### src/rtl/tcda_pkg.sv
// ----------------------------------------------------------------------------
// Triangle cell density averager package
// Shared widths, defaults and the transaction types between front and back.
// ----------------------------------------------------------------------------
package tcda_pkg;

    localparam int PIX_W      = 8;
    localparam int STRIDE_W   = 5;
    localparam int DIM_W      = 11;
    localparam int POS_W      = 9;
    localparam int DENS_W     = 16;
    localparam int COL_W      = 12;
    localparam int CFG_DATA_W = 32;
    localparam int CFG_ADDR_W = 4;
    localparam int QUEUE_DEPTH = 2;

    localparam int DEF_MAX_STRIDE    = 16;
    localparam int DEF_MAX_WIDTH     = 1024;
    localparam int DEF_MAX_HEIGHT    = 1024;
    localparam int DEF_MAX_CELL_COLS = 512;

    typedef enum logic [1:0] {
        CLS_DIAG,
        CLS_TRI0,
        CLS_TRI1
    } tri_class_t;

    typedef struct packed {
        logic [COL_W-1:0] col;
        logic [POS_W-1:0] row;
        logic [PIX_W-1:0] pix;
        tri_class_t       cls;
        logic             first;
        logic             last;
        logic             lof;
    } cell_item_t;

    typedef struct packed {
        logic [POS_W-1:0]  row;
        logic [POS_W-1:0]  col;
        logic [DENS_W-1:0] upper;
        logic [DENS_W-1:0] lower;
        logic              lof;
    } cell_result_t;

endpackage

### src/rtl/tcda_fifo.sv
// ----------------------------------------------------------------------------
// Small synchronous FIFO
// Registered storage with a fill count; decouples two handshake sides.
// ----------------------------------------------------------------------------
module tcda_fifo
    import tcda_pkg::*;
#(
    parameter int WIDTH = 8,
    parameter int DEPTH = QUEUE_DEPTH
)
(
    input  logic             clk,
    input  logic             rst_n,
    input  logic             push,
    input  logic [WIDTH-1:0] wdata,
    output logic             full,
    input  logic             pop,
    output logic [WIDTH-1:0] rdata,
    output logic             empty
);

    localparam int PTR_W = (DEPTH > 1) ? $clog2(DEPTH) : 1;
    localparam int CNT_W = $clog2(DEPTH + 1);

    logic [WIDTH-1:0] store_reg [DEPTH];
    logic [PTR_W-1:0] wr_ptr_reg, wr_ptr_next;
    logic [PTR_W-1:0] rd_ptr_reg, rd_ptr_next;
    logic [CNT_W-1:0] count_reg, count_next;
    logic             do_push;
    logic             do_pop;

    assign full    = (count_reg == CNT_W'(DEPTH));
    assign empty   = (count_reg == '0);
    assign do_push = push && !full;
    assign do_pop  = pop && !empty;
    assign rdata   = store_reg[rd_ptr_reg];

    always_comb
    begin
        wr_ptr_next = wr_ptr_reg;
        rd_ptr_next = rd_ptr_reg;
        count_next  = count_reg;
        if (do_push)
        begin
            wr_ptr_next = (wr_ptr_reg == PTR_W'(DEPTH - 1)) ? '0 : wr_ptr_reg + 1'b1;
        end
        if (do_pop)
        begin
            rd_ptr_next = (rd_ptr_reg == PTR_W'(DEPTH - 1)) ? '0 : rd_ptr_reg + 1'b1;
        end
        if (do_push && !do_pop)
        begin
            count_next = count_reg + 1'b1;
        end
        else if (do_pop && !do_push)
        begin
            count_next = count_reg - 1'b1;
        end
    end

    always_ff @(posedge clk or negedge rst_n)
    begin
        if (!rst_n)
        begin
            wr_ptr_reg <= '0;
            rd_ptr_reg <= '0;
            count_reg  <= '0;
        end
        else
        begin
            wr_ptr_reg <= wr_ptr_next;
            rd_ptr_reg <= rd_ptr_next;
            count_reg  <= count_next;
        end
    end

    always_ff @(posedge clk)
    begin
        if (do_push)
        begin
            store_reg[wr_ptr_reg] <= wdata;
        end
    end

endmodule

### config.mk
export PLATFORM = sky130hd
export DESIGN_NAME = tcda_fifo
export DESIGN_NICKNAME = d
export VERILOG_FILES = /design/src/rtl/tcda_pkg.sv /design/src/rtl/tcda_fifo.sv
export SDC_FILE = /design/constraint.sdc
export NUM_CORES = 1
export LEC_CHECK = 0
export BUFFER_PORTS_ARGS = -buffer_cell sky130_fd_sc_hd__buf_4
export CORE_MARGIN = 4
export CORE_UTILIZATION = 40
export CTS_CLUSTER_SIZE = 10
export DETAILED_ROUTE_END_ITERATION = 10
export HOLD_SLACK_MARGIN = 0.12
export PLACE_DENSITY = 0.72
export SYNTH_ARGS = -nofsm -noshare
export SYNTH_HDL_FRONTEND = slang
export SYNTH_SLANG_ARGS = --single-unit
### constraint.sdc
create_clock -name clk -period 3 [get_ports clk]
set_input_delay 0.3 -clock clk [delete_from_list [all_inputs] [get_ports clk]]
set_output_delay 0.3 -clock clk [all_outputs]
set_load 0.01 [all_outputs]
==> results.py <==
metrics = {
    "outcome": {
        "status": "finished clean",
    },
    "floorplanning": {
        "die_y_um": 52.2,
        "start_util_pct": 43.9,
        "io_pins": 22,
        "die_w_um": 52.2,
        "dieArea_mm2": 0.00273,
        "rows": 15,
        "core_mm2": 0.00178,
    },
    "synth": {
        "synth_compound_area_share_pct": 0.640,
        "synthAdderAreaFrac_pct": 1.60,
        "syn_area_um2": 782,
        "synth_nets": 57,
        "netlist_instances": 44,
        "seq_area_frac_synth_pct": 74.2,
        "synthSimpleGateAreaFrac_pct": 3.84,
        "synth_top_family_by_area": "multiplexers",
        "synth_xor_area_share_pct": 6.56,
        "synthMuxAreaShare_pct": 11.5,
        "synth_cell_types": 15,
        "ys_warn_count": 0,
        "avgSynthCellArea_um2": 17.8,
        "ys_ff_latch": 20,
    },
    "sta": {
        "skew_ps": 2.23,
        "hold_viol_final": 0,
        "tns_ps": 0,
        "tightest_slew_ps": 625,
        "drv_slew": 0,
        "rsz0062_at_grt": "no",
        "max_freq_ghz": 0.586,
        "layout_min_cycle_time_ps": 1710,
        "slew_headroom_pct": 58.2,
        "setup-violations-final": 0,
        "final.period_utilization_pct": 56.9,
    },
    "finish": {
        "diodes": 0,
        "layout_commonest_cell": "buf_4",
        "final_nets": 83,
        "area_growth_pct": 28.2,
        "nFillCells": 153,
        "layout_common_cells": "21 x buf_4, 16 x edfxtp_1, 6 x mux2_1",
        "instances_no_fill": 94,
        "drive_gt1_share_pct": 40.6,
        "largest_reg_flops": 16,
    },
    "clocking": {
        "postCtsHoldBufs": 1,
        "clk_latency_ps": 280,
        "ctsRootBufferMaster": "clkbuf_4",
        "cts_resized": 0,
        "numCtsBuffers": 3,
        "cts_setup_buffers": 0,
        "cts_max_path_buffers": 2,
        "clkTransAtPathRegs_ps": 100,
        "cts_max_level": 1,
        "cts_tree": "built",
        "cts_sinks": 20,
    },
    "pwr": {
        "total_power_uw": 895,
        "p_leak_nw": 0.411,
        "powerDensity_mw_per_mm2": 893,
        "ir_drop_uv": 537,
    },
    "routing": {
        "wirelength_mm": 1.22,
        "ant_nets": 0,
        "drc": 0,
        "via_per_inst": 4.61,
        "vias": 433,
        "routedWlPerCell_um": 13.0,
        "first_pass_iters": 2,
        "drt_iter0_drc": 12,
    },
    "worst_setup_path": {
        "cp_max_fo": 9,
        "required_ps": 2700,
        "cp_num_buf_inv": 1,
        "end_kind": "output pin",
        "cp.arrival_ps": 1410,
        "slowest_delay_ps": 600,
        "critPathLaunchType": "flip-flop",
        "crit_family": "flip-flops",
        "worst_path_max_delay_cell": "dfrtp_1",
        "crit_type": "flip-flop to output pin",
        "worstPathCellList": "mux2_1 > buf_4",
    },
    "place": {
        "dp.cells": 89,
        "dp_hpwl_um": 931,
        "gp_congestion": 0.704,
        "numPortBuffers": 21,
    },
    "global_route": {
        "grt_overflow_total": 0,
        "grt_pass1_vias": 489,
        "grt_pass1_wl_mm": 2.07,
        "antenna_found_initial": 0,
        "grt_usage_pct": 10.7,
        "grt_max_degree": 12,
    },
    "job": {
        "drv_cap": 0,
    },
    "worst_hold_path": {
        "hp-class": "input port to flip-flop",
    },
}
-- kinds of logic after synthesis --
family / after synthesis
AO/OA/AOI/OAI: 1
AND/OR/NAND/NOR: 6
multiplexers: 8
flip-flops: 20
XOR/XNOR: 5
adder cells (fa/ha/maj): 1
buffers and inverters: 3
-- final cells by class --
type	instances	area [um^2]	share of cell area, %
clock buffer	4	26.3	2.62
timing repair buffer	22	168	16.7
inverter	2	7.51	0.749
multi-input combinational	21	189	18.9
tap	25	31.3	3.12
sequential	20	581	57.9
-- worst paths after layout --
kind / startpoint / cells after the start / end / slack [ps]
setup / recovery: rd_ptr_reg / 2 / rdata[4] / 1290
max in group asynchronous: rst_n / 2 / wr_ptr_reg / 2570
min in group asynchronous: rst_n / 2 / count_reg[1] / 330
setup reg to reg: count_reg[0] / 3 / store_reg[0][1] / 1440
hold reg to reg: count_reg[1] / 1 / count_reg[1] / 530
hold / removal: wdata[0] / 1 / store_reg[0][0] / 190
-- cell usage after synthesis (all sizes together) --
library cell	instances	area share [%]
nand2	1	0.80
nand2b	1	0.80
nor2	3	1.4
dfrtp	4	13
xnor2	3	4.3
o21ai	1	0.64
and3	1	0.80
mux2	8	12
xor2	2	2.2
ha	1	1.6
inv	2	0.96
edfxtp	16	61
buf	1	0.64
-- power breakdown --
| part | switching (mW) | internal (mW) |
|---|---|---|
| Sequential | 0.0600 | 0.388 |
| Combinational | 0.145 | 0.179 |
| Clock | 0.0714 | 0.0516 |
-- metrics by stage --
stage	util (%)	hold WS (ps)	setup slack (ps)	area, um^2
2_1_floorplan	-	4.41	1610	782
4_1_cts	56.2	185	1270	1000
3_5_place_dp	54.2	102	1410	966
6_report	56.2	192	1290	1000
5_1_grt	56.2	166	1210	1000
3_3_place_gp	54.2	101	1480	966
-- metal layers --
metal	share of wire (%)	up-vias	track usage [%]
met5	0	-	0
met4	0	0	5.11
met3	4.1	0	2.56
met2	53	14	18.2
met1	43	208	12.5
li1	-	211	-
(Power assumes the default switching activity.)
