--- src/rtl/tcda_pkg.sv ---
// ----------------------------------------------------------------------------
// Triangle cell density averager package
// Shared widths, defaults and the transaction types between front and back.
// ----------------------------------------------------------------------------
package tcda_pkg;

    localparam int PIX_W      = 8;
    localparam int STRIDE_W   = 5;
    localparam int DIM_W      = 11;
    localparam int POS_W      = 9;
    localparam int DENS_W     = 16;
    localparam int COL_W      = 12;
    localparam int CFG_DATA_W = 32;
    localparam int CFG_ADDR_W = 4;
    localparam int QUEUE_DEPTH = 2;

    localparam int DEF_MAX_STRIDE    = 16;
    localparam int DEF_MAX_WIDTH     = 1024;
    localparam int DEF_MAX_HEIGHT    = 1024;
    localparam int DEF_MAX_CELL_COLS = 512;

    typedef enum logic [1:0] {
        CLS_DIAG,
        CLS_TRI0,
        CLS_TRI1
    } tri_class_t;

    typedef struct packed {
        logic [COL_W-1:0] col;
        logic [POS_W-1:0] row;
        logic [PIX_W-1:0] pix;
        tri_class_t       cls;
        logic             first;
        logic             last;
        logic             lof;
    } cell_item_t;

    typedef struct packed {
        logic [POS_W-1:0]  row;
        logic [POS_W-1:0]  col;
        logic [DENS_W-1:0] upper;
        logic [DENS_W-1:0] lower;
        logic              lof;
    } cell_result_t;

endpackage

--- src/rtl/tcda_front.sv ---
// ----------------------------------------------------------------------------
// Triangle cell density averager front end
// Track raster position, split it into cell and in-cell offsets, classify.
// ----------------------------------------------------------------------------
module tcda_front
    import tcda_pkg::*;
#(
    parameter int MAX_CELL_COLS = DEF_MAX_CELL_COLS
)
(
    input  logic                clk,
    input  logic                rst_n,
    input  logic [STRIDE_W-1:0] cfg_stride,
    input  logic [DIM_W-1:0]    cfg_width,
    input  logic [DIM_W-1:0]    cfg_height,
    input  logic                clearing,
    input  logic                push,
    output logic                full,
    input  logic [PIX_W-1:0]    pixel_value,
    input  logic                frame_start,
    output cell_item_t          item_out,
    output logic                item_push,
    input  logic                item_full
);

    localparam logic [1:0] F_IDLE = 2'd0;
    localparam logic [1:0] F_DIV  = 2'd1;
    localparam logic [1:0] F_CLS  = 2'd2;
    localparam int         CNT_W  = $clog2(DIM_W);
    localparam int         CC_W   = COL_W + 1;

    logic [1:0]          state_reg, state_next;
    logic [DIM_W-1:0]    pos_x_reg, pos_x_next;
    logic [DIM_W-1:0]    pos_y_reg, pos_y_next;
    logic [PIX_W-1:0]    pix_reg, pix_next;
    logic [CNT_W-1:0]    cnt_reg, cnt_next;
    logic [DIM_W-1:0]    qx_reg, qx_next, qy_reg, qy_next;
    logic [DIM_W-1:0]    qw_reg, qw_next, qh_reg, qh_next;
    logic [STRIDE_W-1:0] rx_reg, rx_next, ry_reg, ry_next;
    logic [STRIDE_W-1:0] rw_reg, rw_next, rh_reg, rh_next;

    logic [DIM_W-1:0]    x0, y0, y1, nx, ny;
    logic                accept;
    logic [CC_W-1:0]     cols;
    logic                in_grid;
    logic                odd;
    logic [STRIDE_W-1:0] dpos;
    logic [STRIDE_W-1:0] s_m1;

    function automatic logic [STRIDE_W+DIM_W-1:0] div_step(
        input logic [STRIDE_W-1:0] r,
        input logic [DIM_W-1:0]    q,
        input logic [STRIDE_W-1:0] d
    );
        logic [STRIDE_W:0] t;
        logic              b;
        t = {r, q[DIM_W-1]};
        b = (t >= {1'b0, d});
        if (b)
        begin
            t = t - {1'b0, d};
        end
        return {t[STRIDE_W-1:0], q[DIM_W-2:0], b};
    endfunction

    assign full   = (state_reg != F_IDLE) || clearing;
    assign accept = push && !full;
    assign s_m1   = cfg_stride - 1'b1;

    // Position of this pixel and of the next one
    always_comb
    begin
        x0 = frame_start ? '0 : pos_x_reg;
        y0 = frame_start ? '0 : pos_y_reg;
        y1 = y0;
        if (x0 >= cfg_width)
        begin
            x0 = '0;
            y1 = y0 + 1'b1;
        end
        if (y1 >= cfg_height)
        begin
            y1 = '0;
        end
        nx = x0 + 1'b1;
        ny = y1;
        if (nx >= cfg_width)
        begin
            nx = '0;
            ny = y1 + 1'b1;
            if (ny >= cfg_height)
            begin
                ny = '0;
            end
        end
    end

    // Classification from quotients and remainders
    always_comb
    begin
        cols = ({2'b0, qw_reg} > CC_W'(MAX_CELL_COLS)) ? CC_W'(MAX_CELL_COLS)
                                                       : {2'b0, qw_reg};
        in_grid = ({2'b0, qx_reg} < cols) && (qy_reg < qh_reg);
        odd     = qx_reg[0] ^ qy_reg[0];
        dpos    = odd ? (s_m1 - ry_reg) : ry_reg;
        item_out.col   = COL_W'(qx_reg);
        item_out.row   = qy_reg[POS_W-1:0];
        item_out.pix   = pix_reg;
        item_out.first = (rx_reg == '0) && (ry_reg == '0);
        item_out.last  = (rx_reg == s_m1) && (ry_reg == s_m1);
        item_out.lof   = (qy_reg == qh_reg - 1'b1) && (cols == {2'b0, qx_reg} + 1'b1);
        if (rx_reg == dpos)
        begin
            item_out.cls = CLS_DIAG;
        end
        else if (odd ? (rx_reg < dpos) : (rx_reg > dpos))
        begin
            item_out.cls = CLS_TRI0;
        end
        else
        begin
            item_out.cls = CLS_TRI1;
        end
    end

    always_comb
    begin
        state_next = state_reg;
        pos_x_next = pos_x_reg;
        pos_y_next = pos_y_reg;
        pix_next   = pix_reg;
        cnt_next   = cnt_reg;
        qx_next    = qx_reg;
        qy_next    = qy_reg;
        qw_next    = qw_reg;
        qh_next    = qh_reg;
        rx_next    = rx_reg;
        ry_next    = ry_reg;
        rw_next    = rw_reg;
        rh_next    = rh_reg;
        item_push  = 1'b0;
        unique case (state_reg)
            F_IDLE:
            begin
                if (accept)
                begin
                    pos_x_next = nx;
                    pos_y_next = ny;
                    pix_next   = pixel_value;
                    qx_next    = x0;
                    qy_next    = y1;
                    qw_next    = cfg_width;
                    qh_next    = cfg_height;
                    rx_next    = '0;
                    ry_next    = '0;
                    rw_next    = '0;
                    rh_next    = '0;
                    cnt_next   = '0;
                    state_next = F_DIV;
                end
            end
            F_DIV:
            begin
                // one quotient bit per lane per cycle
                {rx_next, qx_next} = div_step(rx_reg, qx_reg, cfg_stride);
                {ry_next, qy_next} = div_step(ry_reg, qy_reg, cfg_stride);
                {rw_next, qw_next} = div_step(rw_reg, qw_reg, cfg_stride);
                {rh_next, qh_next} = div_step(rh_reg, qh_reg, cfg_stride);
                cnt_next = cnt_reg + 1'b1;
                if (cnt_reg == CNT_W'(DIM_W - 1))
                begin
                    state_next = F_CLS;
                end
            end
            F_CLS:
            begin
                if (!in_grid)
                begin
                    state_next = F_IDLE;
                end
                else if (!item_full)
                begin
                    item_push  = 1'b1;
                    state_next = F_IDLE;
                end
            end
            default:
            begin
                state_next = F_IDLE;
            end
        endcase
    end

    always_ff @(posedge clk or negedge rst_n)
    begin
        if (!rst_n)
        begin
            state_reg <= F_IDLE;
            pos_x_reg <= '0;
            pos_y_reg <= '0;
            cnt_reg   <= '0;
        end
        else
        begin
            state_reg <= state_next;
            pos_x_reg <= pos_x_next;
            pos_y_reg <= pos_y_next;
            cnt_reg   <= cnt_next;
        end
    end

    always_ff @(posedge clk)
    begin
        pix_reg <= pix_next;
        qx_reg  <= qx_next;
        qy_reg  <= qy_next;
        qw_reg  <= qw_next;
        qh_reg  <= qh_next;
        rx_reg  <= rx_next;
        ry_reg  <= ry_next;
        rw_reg  <= rw_next;
        rh_reg  <= rh_next;
    end

endmodule

--- config.mk ---
export PLATFORM = sky130hd
export DESIGN_NAME = tcda_front
export DESIGN_NICKNAME = d
export VERILOG_FILES = /design/src/rtl/tcda_pkg.sv /design/src/rtl/tcda_front.sv
export SDC_FILE = /design/constraint.sdc
export NUM_CORES = 1
export LEC_CHECK = 0
export BUFFER_PORTS_ARGS = -buffer_cell sky130_fd_sc_hd__buf_4
export CAP_MARGIN = 40
export CORE_MARGIN = 4
export CORE_UTILIZATION = 30
export DETAILED_ROUTE_END_ITERATION = 12
export GPL_TIMING_DRIVEN = 0
export PLACE_DENSITY = 0.42
export SLEW_MARGIN = 20
export SYNTH_ARGS = -nofsm -noshare
export SYNTH_HDL_FRONTEND = slang
export SYNTH_SLANG_ARGS = --single-unit
--- constraint.sdc ---
create_clock -name clk -period 11.8 [get_ports clk]
set_input_delay 1.18 -clock clk [delete_from_list [all_inputs] [get_ports clk]]
set_output_delay 1.18 -clock clk [all_outputs]
set_load 0.01 [all_outputs]
==> qor.yml, run 1 <==
run_status:
  status: "complete, no violations"
timing:
  achievable-frequency_mhz: 97.6
  rsz0062_at_grt: "false"
  timing.final.max_slew_violations: 0
  timing.final.crit_share_pct: 86.8
  post-route-worst-setup-slack_ns: 1.55
  finalSetupTns_ns: 0
  time_the_final_worst_path_needs_with_i_o_delays_and_setup_ns: 10.25
  setup_violations: 0
  worst_pin_slew_ns: 0.757
  final_hold_violations: 0
  final.hold.worst_slack_ns: 0.467
  timing.slew.headroom_pct: 49.3
  fin_worst_skew_ns: 0.0117
synthesis:
  synth.top_cell.area_share_pct: 24.8
  synth_area_leaders: "sky130_fd_sc_hd__edfxtp_1, sky130_fd_sc_hd__ha_1, sky130_fd_sc_hd__dfrtp_1"
  yosys_most_used_dff: "sky130_fd_sc_hd__edfxtp_1"
  mappedNetlistArea_um2: 8730
  synth_edf_count: 72
  seq_area_frac_synth_pct: 32.8
  asyncSetResetFlopFracSynth_pct: 28.0
  post_synthesis_cell_count: 1023
  mappedNetlistNets: 1172
  biggest_area_consumer_among_synthesized_cells: "sky130_fd_sc_hd__edfxtp_1"
  synthesis.area_per_instance_um2: 8.53
  synth_common_cells: "sky130_fd_sc_hd__nand2_1, sky130_fd_sc_hd__ha_1, sky130_fd_sc_hd__nor2_1"
  yosysWarnings: 0
  synth_most_common_cell: "sky130_fd_sc_hd__nand2_1"
  postSynthRegisterBits: 100
  yosysUniqueCellTypes: 72
critical_path:
  crit_path_max_fanout: 10
  timing.rr.end: "pos_y_reg[0]"
  cp_top_family: "compound AO/OA/AOI/OAI gates"
  cpPeakStageDelay_ns: 0.60
  arrival_time_of_the_worst_setup_path_ns: 10.52
  ff2ff_setup_slack_ns: 3.01
  crit-reg2reg-launch: "pos_x_reg[6]"
  cp_slowest_cell: "sky130_fd_sc_hd__nor2_1"
  worst_setup_path_start_kind: "input port"
  critical_path.endpoint_type: "flip-flop"
  ff2ff_path_depth: 28
  crit_path_frequent_cell: "sky130_fd_sc_hd__ha_1"
  critical_path_class: "input port to flip-flop"
  critical_path_required_ns: 12.07
  crit_buf_inv: 6
global_route:
  number_of_antenna_violations_at_the_first_check_in_global_routing: 0
  grt-ovfl-total: 0
  vias_in_the_first_global_route: 7419
  grt_max_degree: 36
  grt_usage_pct: 17.5
  grt_first_pass_wirelength_um: 43100
die:
  core_region_area_um2: 28700
  row_count: 62
  chipHeight_um: 179
  io_pins: 77
  design.die.area_um2: 31900
  fp.dieW_um: 179
  initial_cell_density_of_the_core_pct: 30.4
clock_network:
  insertion_delay_ns: 0.36
  clkTransAtPathRegs_ns: 0.08
  cts_buffer_depth: 2
  cts_tree: "yes"
  tritoncts_buffers: 9
  cts.sink_count: 100
  htreeDepth: 3
  clockRootBuffer: "sky130_fd_sc_hd__clkbuf_16"
  cts-hold-fix-buffers: 0
  post_cts.repair.setup_buffers: 0
  post_cts_resize_count: 0
power:
  cell_internal_pwr_mw: 1.30
  comb_power_share_pct: 54.1
  ir_worst_vdd_v: 0.0000823
  power_frac_seq_pct: 33.2
  power.density_cell_area_nw_per_um2: 239
  netSwitchingFraction_pct: 46.1
  share_clk_of_total_power_pct: 12.7
  switchingPower_mw: 1.11
  power.leakage_nw: 4.45
routing:
  finalWirelength_um: 27700
  drt_first_pass_iters: 5
  route.vias.total: 7528
  drt_antenna_net_count: 0
  avgViaCountPerCell: 5.02
  drt-wirelength-per-cell_um: 18.4
  post-route-drc-count: 0
  dr.first_iter.drc_count: 452
layout:
  final-instance-count-excl-fill: 1500
  stdcell_area_um2: 10100
  area_growth_pct: 15.6
  finalNetCount: 1260
  drive_gt1_share_pct: 10.9
  antenna-diode-count: 0
placement:
  gp_congestion: 0.829
  place.detailed.hpwl_um: 21800
  dp_cells: 1484
  placed_area_um2: 9810
  pre_cts_slack_ns: 1.23
  numPortBuffers: 75
run:
  timing.max_cap.violations: 0
hold_path:
  hold_path_startpoint: "pos_x_reg[7]"
  whs_endpoint: "pos_x_reg[7]"
  cell_depth_of_the_worst_hold_path: 2
  hold_class: "flip-flop to flip-flop"
worst max-delay path by stage:
stage	startpoint	endpoint	slack [ns]	cells after the start
6_report	frame_start	pos_y_reg[0]	1.55	31
3_5_place_dp	frame_start	pos_y_reg[0]	1.23	31
2_1_floorplan	frame_start	pos_y_reg[8]	3.61	31
4_1_cts	frame_start	pos_y_reg[0]	1.59	31
3_3_place_gp	frame_start	pos_y_reg[3]	1.21	31
5_1_grt	frame_start	pos_y_reg[0]	0.82	31
power groups by stage:
stage | Clock [mW] | Sequential, mW | Combinational, mW
3_5_place_dp | 0 | 0.813 | 1.32
4_1_cts | 0.315 | 0.806 | 1.33
5_1_grt | 0.331 | 0.827 | 1.50
2_1_floorplan | 0 | 0.746 | 0.914
3_3_place_gp | 0 | 0.827 | 1.30
6_report | 0.308 | 0.801 | 1.31
worst min-delay path, stage by stage, from the launching register on:
cell	delay (ns)
sky130_fd_sc_hd__dfrtp_1	0.34
sky130_fd_sc_hd__nand2_1	0.05
sky130_fd_sc_hd__nand2_1	0.05
stage by stage:
stage          util, %  power, mW
3_3_place_gp      34.0       2.13
3_5_place_dp      34.2       2.13
4_1_cts           35.2       2.45
5_1_grt           35.2       2.66
6_report          35.2       2.42
2_1_floorplan        -       1.66
cells by family after synthesis:
group,share of synthesized area (%)
compound gates,15.8
xor+xnor,6.02
fa+ha+maj,15.9
buf+inv,5.17
flops,32.8
mux,1.05
other cells,0.0860
simple gates,23.2
routing by layer:
layer / global-route usage [%] / vias up / wire, um
met1: 24.2 / 3576 / 13100
li1: - / 3817 / -
met5: 0 / - / 0
met2: 29.9 / 119 / 13500
met3: 1.99 / 16 / 855
met4: 3.13 / 0 / 227
final cells by class:
type	count	area (um^2)
multi-input combinational	815	5420
tap	384	480
timing repair buffer	77	594
buffer	38	189
fill	3137	18600
clock buffer	10	229
clock inverter	6	52.6
inverter	70	263
sequential	100	2860
cells in the final DEF (no fill, tap or decap), types with 16 or more instances in the layout:
cell type,count
sky130_fd_sc_hd__nor3_1,30
sky130_fd_sc_hd__buf_4,85
sky130_fd_sc_hd__dfrtp_1,28
sky130_fd_sc_hd__ha_1,103
sky130_fd_sc_hd__nor2b_1,29
sky130_fd_sc_hd__a21oi_1,59
sky130_fd_sc_hd__nor2_1,85
sky130_fd_sc_hd__o21ai_0,82
sky130_fd_sc_hd__clkbuf_1,26
sky130_fd_sc_hd__nand3_1,44
sky130_fd_sc_hd__nand2b_1,19
sky130_fd_sc_hd__a21o_1,16
sky130_fd_sc_hd__edfxtp_1,72
sky130_fd_sc_hd__xnor2_1,33
sky130_fd_sc_hd__inv_1,70
sky130_fd_sc_hd__xor2_1,27
sky130_fd_sc_hd__nand2_1,133
No activity file was read; power rests on OpenSTA's default activity.
==> run 2: changes to the inputs <==
--- a/config.mk
+++ b/config.mk
@@ -11,8 +11,9 @@
 export CORE_UTILIZATION = 30
 export DETAILED_ROUTE_END_ITERATION = 12
 export GPL_TIMING_DRIVEN = 0
+export MAX_ROUTING_LAYER = met4
 export PLACE_DENSITY = 0.42
-export SLEW_MARGIN = 20
+export SLEW_MARGIN = 0
 export SYNTH_ARGS = -nofsm -noshare
 export SYNTH_HDL_FRONTEND = slang
 export SYNTH_SLANG_ARGS = --single-unit
==> run 2 against run 1 <==
Effect of this change: cell count did not move; core utilization barely moved; first-iteration DRC count increased by 2.2%; non-clock buffer count did not move; sequential share of layout area about the same; sequential power barely moved; combinational power about the same; flip-flop and latch count unchanged; worst hold slack improved by 0.0020 ns; critical endpoint is now pos_y_reg[3]; via count about the same; total power about the same; largest cell class unchanged.
==> qor.yml, run 2 (synthesis gave the netlist of run 1 again) <==
run_status:
  status: "complete, no violations"
power:
  power.density_cell_area_nw_per_um2: 239  # -0.15%
  netSwitchingFraction_pct: 46.0  # -0.15 points
  cell_internal_pwr_mw: 1.30  # +0.21%
  ir_worst_vdd_v: 0.0000928  # +13%
  power.leakage_nw: 4.45  # about the same
  switchingPower_mw: 1.11  # -0.40%
  comb_power_share_pct: 54.2  # about the same
  share_clk_of_total_power_pct: 12.6  # about the same
  power_frac_seq_pct: 33.2  # about the same
  power_mw: 2.41  # about the same
routing:
  drt_antenna_net_count: 0  # unchanged
  dr.first_iter.drc_count: 462  # +2.2%
  avgViaCountPerCell: 5.02  # about the same
  drt-wirelength-per-cell_um: 18.4  # -0.33%
  drt_first_pass_iters: 5  # unchanged
  finalWirelength_um: 27600  # -0.33%
  route.vias.total: 7524  # -0.053%
  post-route-drc-count: 0  # unchanged
global_route:
  grt_max_degree: 56  # +56%
  number_of_antenna_violations_at_the_first_check_in_global_routing: 0  # unchanged
  grt_usage_pct: 18.0  # +0.48 points
  vias_in_the_first_global_route: 7420  # +0.013%
  grt_first_pass_wirelength_um: 42900  # -0.39%
  grt-ovfl-total: 0  # unchanged
die:
  chipHeight_um: 179  # unchanged
  initial_cell_density_of_the_core_pct: 30.4  # unchanged
  io_pins: 77  # unchanged
  row_count: 62  # unchanged
  fp.dieW_um: 179  # unchanged
  core_region_area_um2: 28700  # unchanged
  design.die.area_um2: 31900  # unchanged
timing:
  post-route-worst-setup-slack_ns: 1.49  # -0.0617 ns
  final_hold_violations: 0  # unchanged
  setup_violations: 0  # unchanged
  timing.slew.headroom_pct: 46.8  # -2.5 points
  finalSetupTns_ns: 0  # unchanged
  time_the_final_worst_path_needs_with_i_o_delays_and_setup_ns: 10.31  # +0.0617 ns
  timing.final.max_slew_violations: 0  # unchanged
  worst_pin_slew_ns: 0.795  # +0.0376 ns
  achievable-frequency_mhz: 97.0  # -0.60%
  final.hold.worst_slack_ns: 0.469  # +0.00200 ns
  fin_worst_skew_ns: 0.0133  # +0.00160 ns
  rsz0062_at_grt: "false"
  timing.final.crit_share_pct: 87.4  # +0.52 points
placement:
  numPortBuffers: 75  # unchanged
  place.detailed.hpwl_um: 21700  # -0.53%
  pre_cts_slack_ns: 1.19  # -0.0366 ns
  placed_area_um2: 9820  # about the same
  dp_cells: 1484  # unchanged
  gp_congestion: 0.842  # +1.5%
clock_network:
  clockRootBuffer: "sky130_fd_sc_hd__clkbuf_16"
  cts_tree: "yes"
  insertion_delay_ns: 0.36  # about the same
  cts_buffer_depth: 2  # unchanged
  post_cts_resize_count: 0  # unchanged
  cts-hold-fix-buffers: 0  # unchanged
  cts.sink_count: 100  # unchanged
  post_cts.repair.setup_buffers: 0  # unchanged
  htreeDepth: 3  # unchanged
  tritoncts_buffers: 9  # unchanged
  clkTransAtPathRegs_ns: 0.08  # about the same
critical_path:
  crit-reg2reg-launch: "pos_x_reg[8]"
  critical_path_class: "input port to flip-flop"
  crit_buf_inv: 6  # unchanged
  critical_path.endpoint_type: "flip-flop"
  cp_slowest_cell: "sky130_fd_sc_hd__nor2_1"
  critical_path_required_ns: 12.08  # about the same
  worst_setup_path_start_kind: "input port"
  cp_top_family: "compound AO/OA/AOI/OAI gates"
  crit_path_max_fanout: 10  # unchanged
  ff2ff_setup_slack_ns: 2.98  # -0.03 ns
  timing.rr.end: "pos_y_reg[3]"
  cpPeakStageDelay_ns: 0.60  # about the same
  arrival_time_of_the_worst_setup_path_ns: 10.59  # +0.07 ns
  ff2ff_path_depth: 29  # +3.6%
layout:
  stdcell_area_um2: 10100  # about the same
  drive_gt1_share_pct: 10.9  # unchanged
  layout_common_cells: "sky130_fd_sc_hd__nand2_1, sky130_fd_sc_hd__ha_1, sky130_fd_sc_hd__nor2_1, sky130_fd_sc_hd__buf_4, sky130_fd_sc_hd__o21ai_0"
  finalNetCount: 1260  # unchanged
  area_growth_pct: 15.7  # about the same
  antenna-diode-count: 0  # unchanged
  post_layout_util_pct: 35.2  # about the same
  fillCellCount: 3132  # -0.16%
  final-instance-count-excl-fill: 1500  # unchanged
  leading_cell_type_in_the_layout_fill_and_taps_excluded: "sky130_fd_sc_hd__nand2_1"
hold_path:
  cell_depth_of_the_worst_hold_path: 2  # unchanged
  whs_endpoint: "pos_x_reg[7]"
  hold_path_startpoint: "pos_x_reg[7]"
  hold_class: "flip-flop to flip-flop"
run:
  timing.max_cap.violations: 0  # unchanged
==> run 2: cell types whose count changed in the layout (fill, tap and decap cells not counted) <==
cell | previous run | this run
sky130_fd_sc_hd__buf_12 | 1 | 0
sky130_fd_sc_hd__buf_16 | 0 | 1
==> run 2: worst min-delay path: cells and delay by family (launching register included) <==
family / cells / cell delay [ns]
DFF: 1 / 0.35
and+or+nand+nor: 2 / 0.10
==> run 2: routing by layer <==
layer | up-vias | routed length (um) | GRT usage [%]
met5 | - | 0 | -
met4 | 0 | 243 | 3.68
met3 | 20 | 760 | 1.97
met2 | 102 | 13300 | 29.5
met1 | 3583 | 13200 | 24.3
li1 | 3819 | - | -
==> run 2: cell type report <==
| type | count | area (um^2) | area share, % |
|---|---|---|---|
| inverter | 70 | 263 | 2.60 |
| buffer | 38 | 189 | 1.87 |
| sequential | 100 | 2860 | 28.3 |
| multi-input combinational | 815 | 5420 | 53.7 |
| clock inverter | 6 | 52.6 | 0.520 |
| tap | 384 | 480 | 4.76 |
| timing repair buffer | 77 | 602 | 5.96 |
| clock buffer | 10 | 229 | 2.27 |
==> run 2: worst max-delay path by stage <==
| stage | from | endpoint | slack, ns | cells after the start |
|---|---|---|---|---|
| finish | frame_start | pos_y_reg[3] | 1.49 | 32 |
| floorplan | frame_start | pos_y_reg[8] | 3.61 | 31 |
| global route | frame_start | pos_y_reg[0] | 0.74 | 31 |
| detailed placement | frame_start | pos_y_reg[0] | 1.19 | 31 |
| global placement | frame_start | pos_y_reg[3] | 1.21 | 31 |
| CTS | frame_start | pos_y_reg[0] | 1.55 | 31 |
==> run 2: power by group through the flow <==
stage                     Sequential [mW]  Clock (mW)  Combinational, mW
after floorplan                     0.746           0              0.914
after global placement              0.827           0               1.30
after detailed placement            0.813           0               1.32
after CTS                           0.806       0.314               1.33
after global routing                0.827       0.330               1.51
final                               0.801       0.304               1.31
==> run 3: changes to the inputs <==
--- a/config.mk
+++ b/config.mk
@@ -7,12 +7,15 @@
 export LEC_CHECK = 0
 export BUFFER_PORTS_ARGS = -buffer_cell sky130_fd_sc_hd__buf_4
 export CAP_MARGIN = 40
+export CELL_PAD_IN_SITES_DETAIL_PLACEMENT = 1
+export CELL_PAD_IN_SITES_GLOBAL_PLACEMENT = 1
 export CORE_MARGIN = 4
 export CORE_UTILIZATION = 30
+export CTS_CLUSTER_SIZE = 25
 export DETAILED_ROUTE_END_ITERATION = 12
 export GPL_TIMING_DRIVEN = 0
 export MAX_ROUTING_LAYER = met4
-export PLACE_DENSITY = 0.42
+export PLACE_DENSITY = 0.53
 export SLEW_MARGIN = 0
 export SYNTH_ARGS = -nofsm -noshare
 export SYNTH_HDL_FRONTEND = slang
==> constraint.sdc (replaced) <==
create_clock -name clk -period 11.8 [get_ports clk]
set_input_delay 2.36 -clock clk [delete_from_list [all_inputs] [get_ports clk]]
set_output_delay 2.36 -clock clk [all_outputs]
set_load 0.01 [all_outputs]
==> run 3 against run 2 <==
Effect of this change: fmax shrank 7.0%; clock skew grew 0.0020 ns; final area grew 0.20%; sequential power is essentially flat; sequential share of layout area shrank 0.056 points; routed wire length grew 5.7%; register-to-register slack is essentially flat; critical path type unchanged; highest routed layer unchanged.
==> qor.yml, run 3 (synthesis gave the netlist of run 1 again) <==
run_status:
  status: "complete, no violations"
clock_network:
  cts_tree: "yes"
  cts_buffer_depth: 2  # unchanged
  tritoncts_buffers: 9  # unchanged
  clkTransAtPathRegs_ns: 0.08  # about the same
  htreeDepth: 3  # unchanged
  cts.sink_count: 100  # unchanged
  post_cts.repair.setup_buffers: 0  # unchanged
  insertion_delay_ns: 0.37  # about the same
  clockRootBuffer: "sky130_fd_sc_hd__clkbuf_16"
hold_path:
  cell_depth_of_the_worst_hold_path: 2  # unchanged
  hold_class: "flip-flop to flip-flop"
routing:
  drt_antenna_net_count: 0  # unchanged
  avgViaCountPerCell: 5.15  # +2.6%
  finalWirelength_um: 29100  # +5.7%
  dr.first_iter.drc_count: 267  # -42%
  route.vias.total: 7720  # +2.6%
  post-route-drc-count: 0  # unchanged
  drt_first_pass_iters: 5  # unchanged
  drt-wirelength-per-cell_um: 19.4  # +5.7%
power:
  power.density_cell_area_nw_per_um2: 242  # +1.2%
  power.leakage_nw: 4.46  # +0.24%
  netSwitchingFraction_pct: 46.6  # +0.67 points
  share_clk_of_total_power_pct: 12.8  # +0.2 points
  comb_power_share_pct: 54.5  # +0.3 points
  ir_worst_vdd_v: 0.0000874  # -5.8%
  power_frac_seq_pct: 32.8  # -0.4 points
  switchingPower_mw: 1.14  # +2.9%
  cell_internal_pwr_mw: 1.31  # +0.16%
die:
  design.die.area_um2: 31900  # unchanged
  chipHeight_um: 179  # unchanged
  core_region_area_um2: 28700  # unchanged
  io_pins: 77  # unchanged
  row_count: 62  # unchanged
  fp.dieW_um: 179  # unchanged
  initial_cell_density_of_the_core_pct: 30.4  # unchanged
timing:
  final.hold.worst_slack_ns: 0.469  # +0.000260 ns
  rsz0062_at_grt: "false"
  timing.final.max_slew_violations: 0  # unchanged
  timing.final.crit_share_pct: 93.9  # +6.6 points
  achievable-frequency_mhz: 90.2  # -7.0%
  setup_violations: 0  # unchanged
  final_hold_violations: 0  # unchanged
  finalSetupTns_ns: 0  # unchanged
  fin_worst_skew_ns: 0.0153  # +0.00199 ns
  timing.slew.headroom_pct: 46.1  # -0.69 points
  time_the_final_worst_path_needs_with_i_o_delays_and_setup_ns: 11.09  # +0.777 ns
  worst_pin_slew_ns: 0.805  # +0.0103 ns
critical_path:
  critical_path.endpoint_type: "flip-flop"
  cp_top_family: "simple AND/OR/NAND/NOR gates"
  cp_slowest_cell: "sky130_fd_sc_hd__or4b_1"
  critical_path_depth: 34  # +6.3%
  ff2ff_path_depth: 31  # +6.9%
  critical_path_class: "input port to flip-flop"
  crit_path_max_fanout: 10  # unchanged
  critical_path_required_ns: 12.10  # +0.02 ns
  crit_path_frequent_cell: "sky130_fd_sc_hd__ha_1"
  worst_setup_path_start_kind: "input port"
  arrival_time_of_the_worst_setup_path_ns: 11.39  # +0.80 ns
  cpPeakStageDelay_ns: 0.47  # -0.13 ns
  crit_buf_inv: 7  # +1
global_route:
  grt-ovfl-total: 0  # unchanged
  grt_first_pass_wirelength_um: 45300  # +5.4%
  most_congested_layer_reported_by_global_routing: "met2"
  vias_in_the_first_global_route: 8019  # +8.1%
  met3_usage_pct: 1.87  # -0.11 points
  grt_usage_pct: 19.0  # +0.95 points
  number_of_antenna_violations_at_the_first_check_in_global_routing: 0  # unchanged
  grt_max_degree: 36  # -36%
  groute.layer.met2.usage_pct: 32.7  # +3.2 points
  met1_global_route_usage_pct: 24.0  # -0.30 points
layout:
  finalNetCount: 1260  # unchanged
  layout_common_cells: "sky130_fd_sc_hd__nand2_1, sky130_fd_sc_hd__ha_1, sky130_fd_sc_hd__buf_4, sky130_fd_sc_hd__o21ai_0, sky130_fd_sc_hd__nor2_1"
  leading_cell_type_in_the_layout_fill_and_taps_excluded: "sky130_fd_sc_hd__nand2_1"
  antenna-diode-count: 0  # unchanged
  drive_gt1_share_pct: 11.6  # +0.63 points
  area_growth_pct: 15.9
  fillCellCount: 3462  # +11%
placement:
  gp_congestion: 0.830  # -1.4%
  place.detailed.hpwl_um: 23400  # +8.0%
  numPortBuffers: 75  # unchanged
run:
  timing.max_cap.violations: 0  # unchanged
run 3: cell count changes in the layout (fill, tap and decap cells not counted), sizes merged:
cell    before  now
clkinv       1    3
clkbuf      35   34
inv         75   74
run 3: power groups by stage:
stage / Clock (mW) / Sequential, mW / Combinational, mW
finish: 0.313 / 0.802 / 1.33
global route: 0.333 / 0.828 / 1.52
CTS: 0.323 / 0.807 / 1.36
detailed placement: 0 / 0.815 / 1.36
global placement: 0 / 0.827 / 1.32
floorplan: 0 / 0.746 / 0.914
run 3: tightest hold or removal path, cell delays in order (launching register included):
cell	delay, ns
sky130_fd_sc_hd__dfrtp_1	0.34
sky130_fd_sc_hd__nand2_1	0.05
sky130_fd_sc_hd__nand2_1	0.05
run 3: final timing paths:
kind / start / endpoint / slack [ns]
max in group asynchronous: rst_n / pos_y_reg[9] / 9.55
min: pos_x_reg[3] / pos_x_reg[3] / 0.47
max reg2reg: pos_x_reg[6] / pos_y_reg[10] / 2.97
min in group asynchronous: rst_n / pos_x_reg[8] / 1.93
max: frame_start / pos_y_reg[10] / 0.71
min reg2reg: pos_x_reg[3] / pos_x_reg[3] / 0.47
run 3: metrics by stage:
stage / instance area [um^2] / util (%) / setup slack (ns) / std cells / power [mW]
finish: 10100 / 35.3 / 0.714 / 1500 / 2.45
detailed placement: 9810 / 34.2 / -0.499 / 1484 / 2.17
CTS: 10100 / 35.2 / 0.00334 / 1500 / 2.49
global route: 10100 / 35.3 / 0.0405 / 1500 / 2.68
global placement: 9770 / 34.0 / -0.309 / 1482 / 2.15
floorplan: 8730 / - / 2.43 / 1023 / 1.66
run 3: cell type report:
type / instances / area, um^2 / area share [%]
well taps: 384 / 480 / 4.75
flip-flops and latches: 100 / 2860 / 28.3
inverters: 70 / 263 / 2.60
multi-input cells: 815 / 5430 / 53.7
plain buffers: 38 / 191 / 1.89
repair buffers: 77 / 594 / 5.87
clock inverters: 7 / 70.1 / 0.692
clock buffers: 9 / 225 / 2.23
run 3: what timing repair did:
| item | 4_1_cts | 5_1_grt |
|---|---|---|
| resized for setup | 1 | 8 |
| hold buffers | 0 | 0 |
| setup endpoints to repair | 9 | 11 |
| pin swaps | 0 | 0 |
run 3: per-layer routing:
metal  wire length (um)  vias to the layer above  share of wire, %
met5                  0                        -                 0
met4                493                        0               1.7
met3                538                       27               1.8
met2              14600                       91                50
met1              13500                     3783                46
li1                   -                     3819                 -
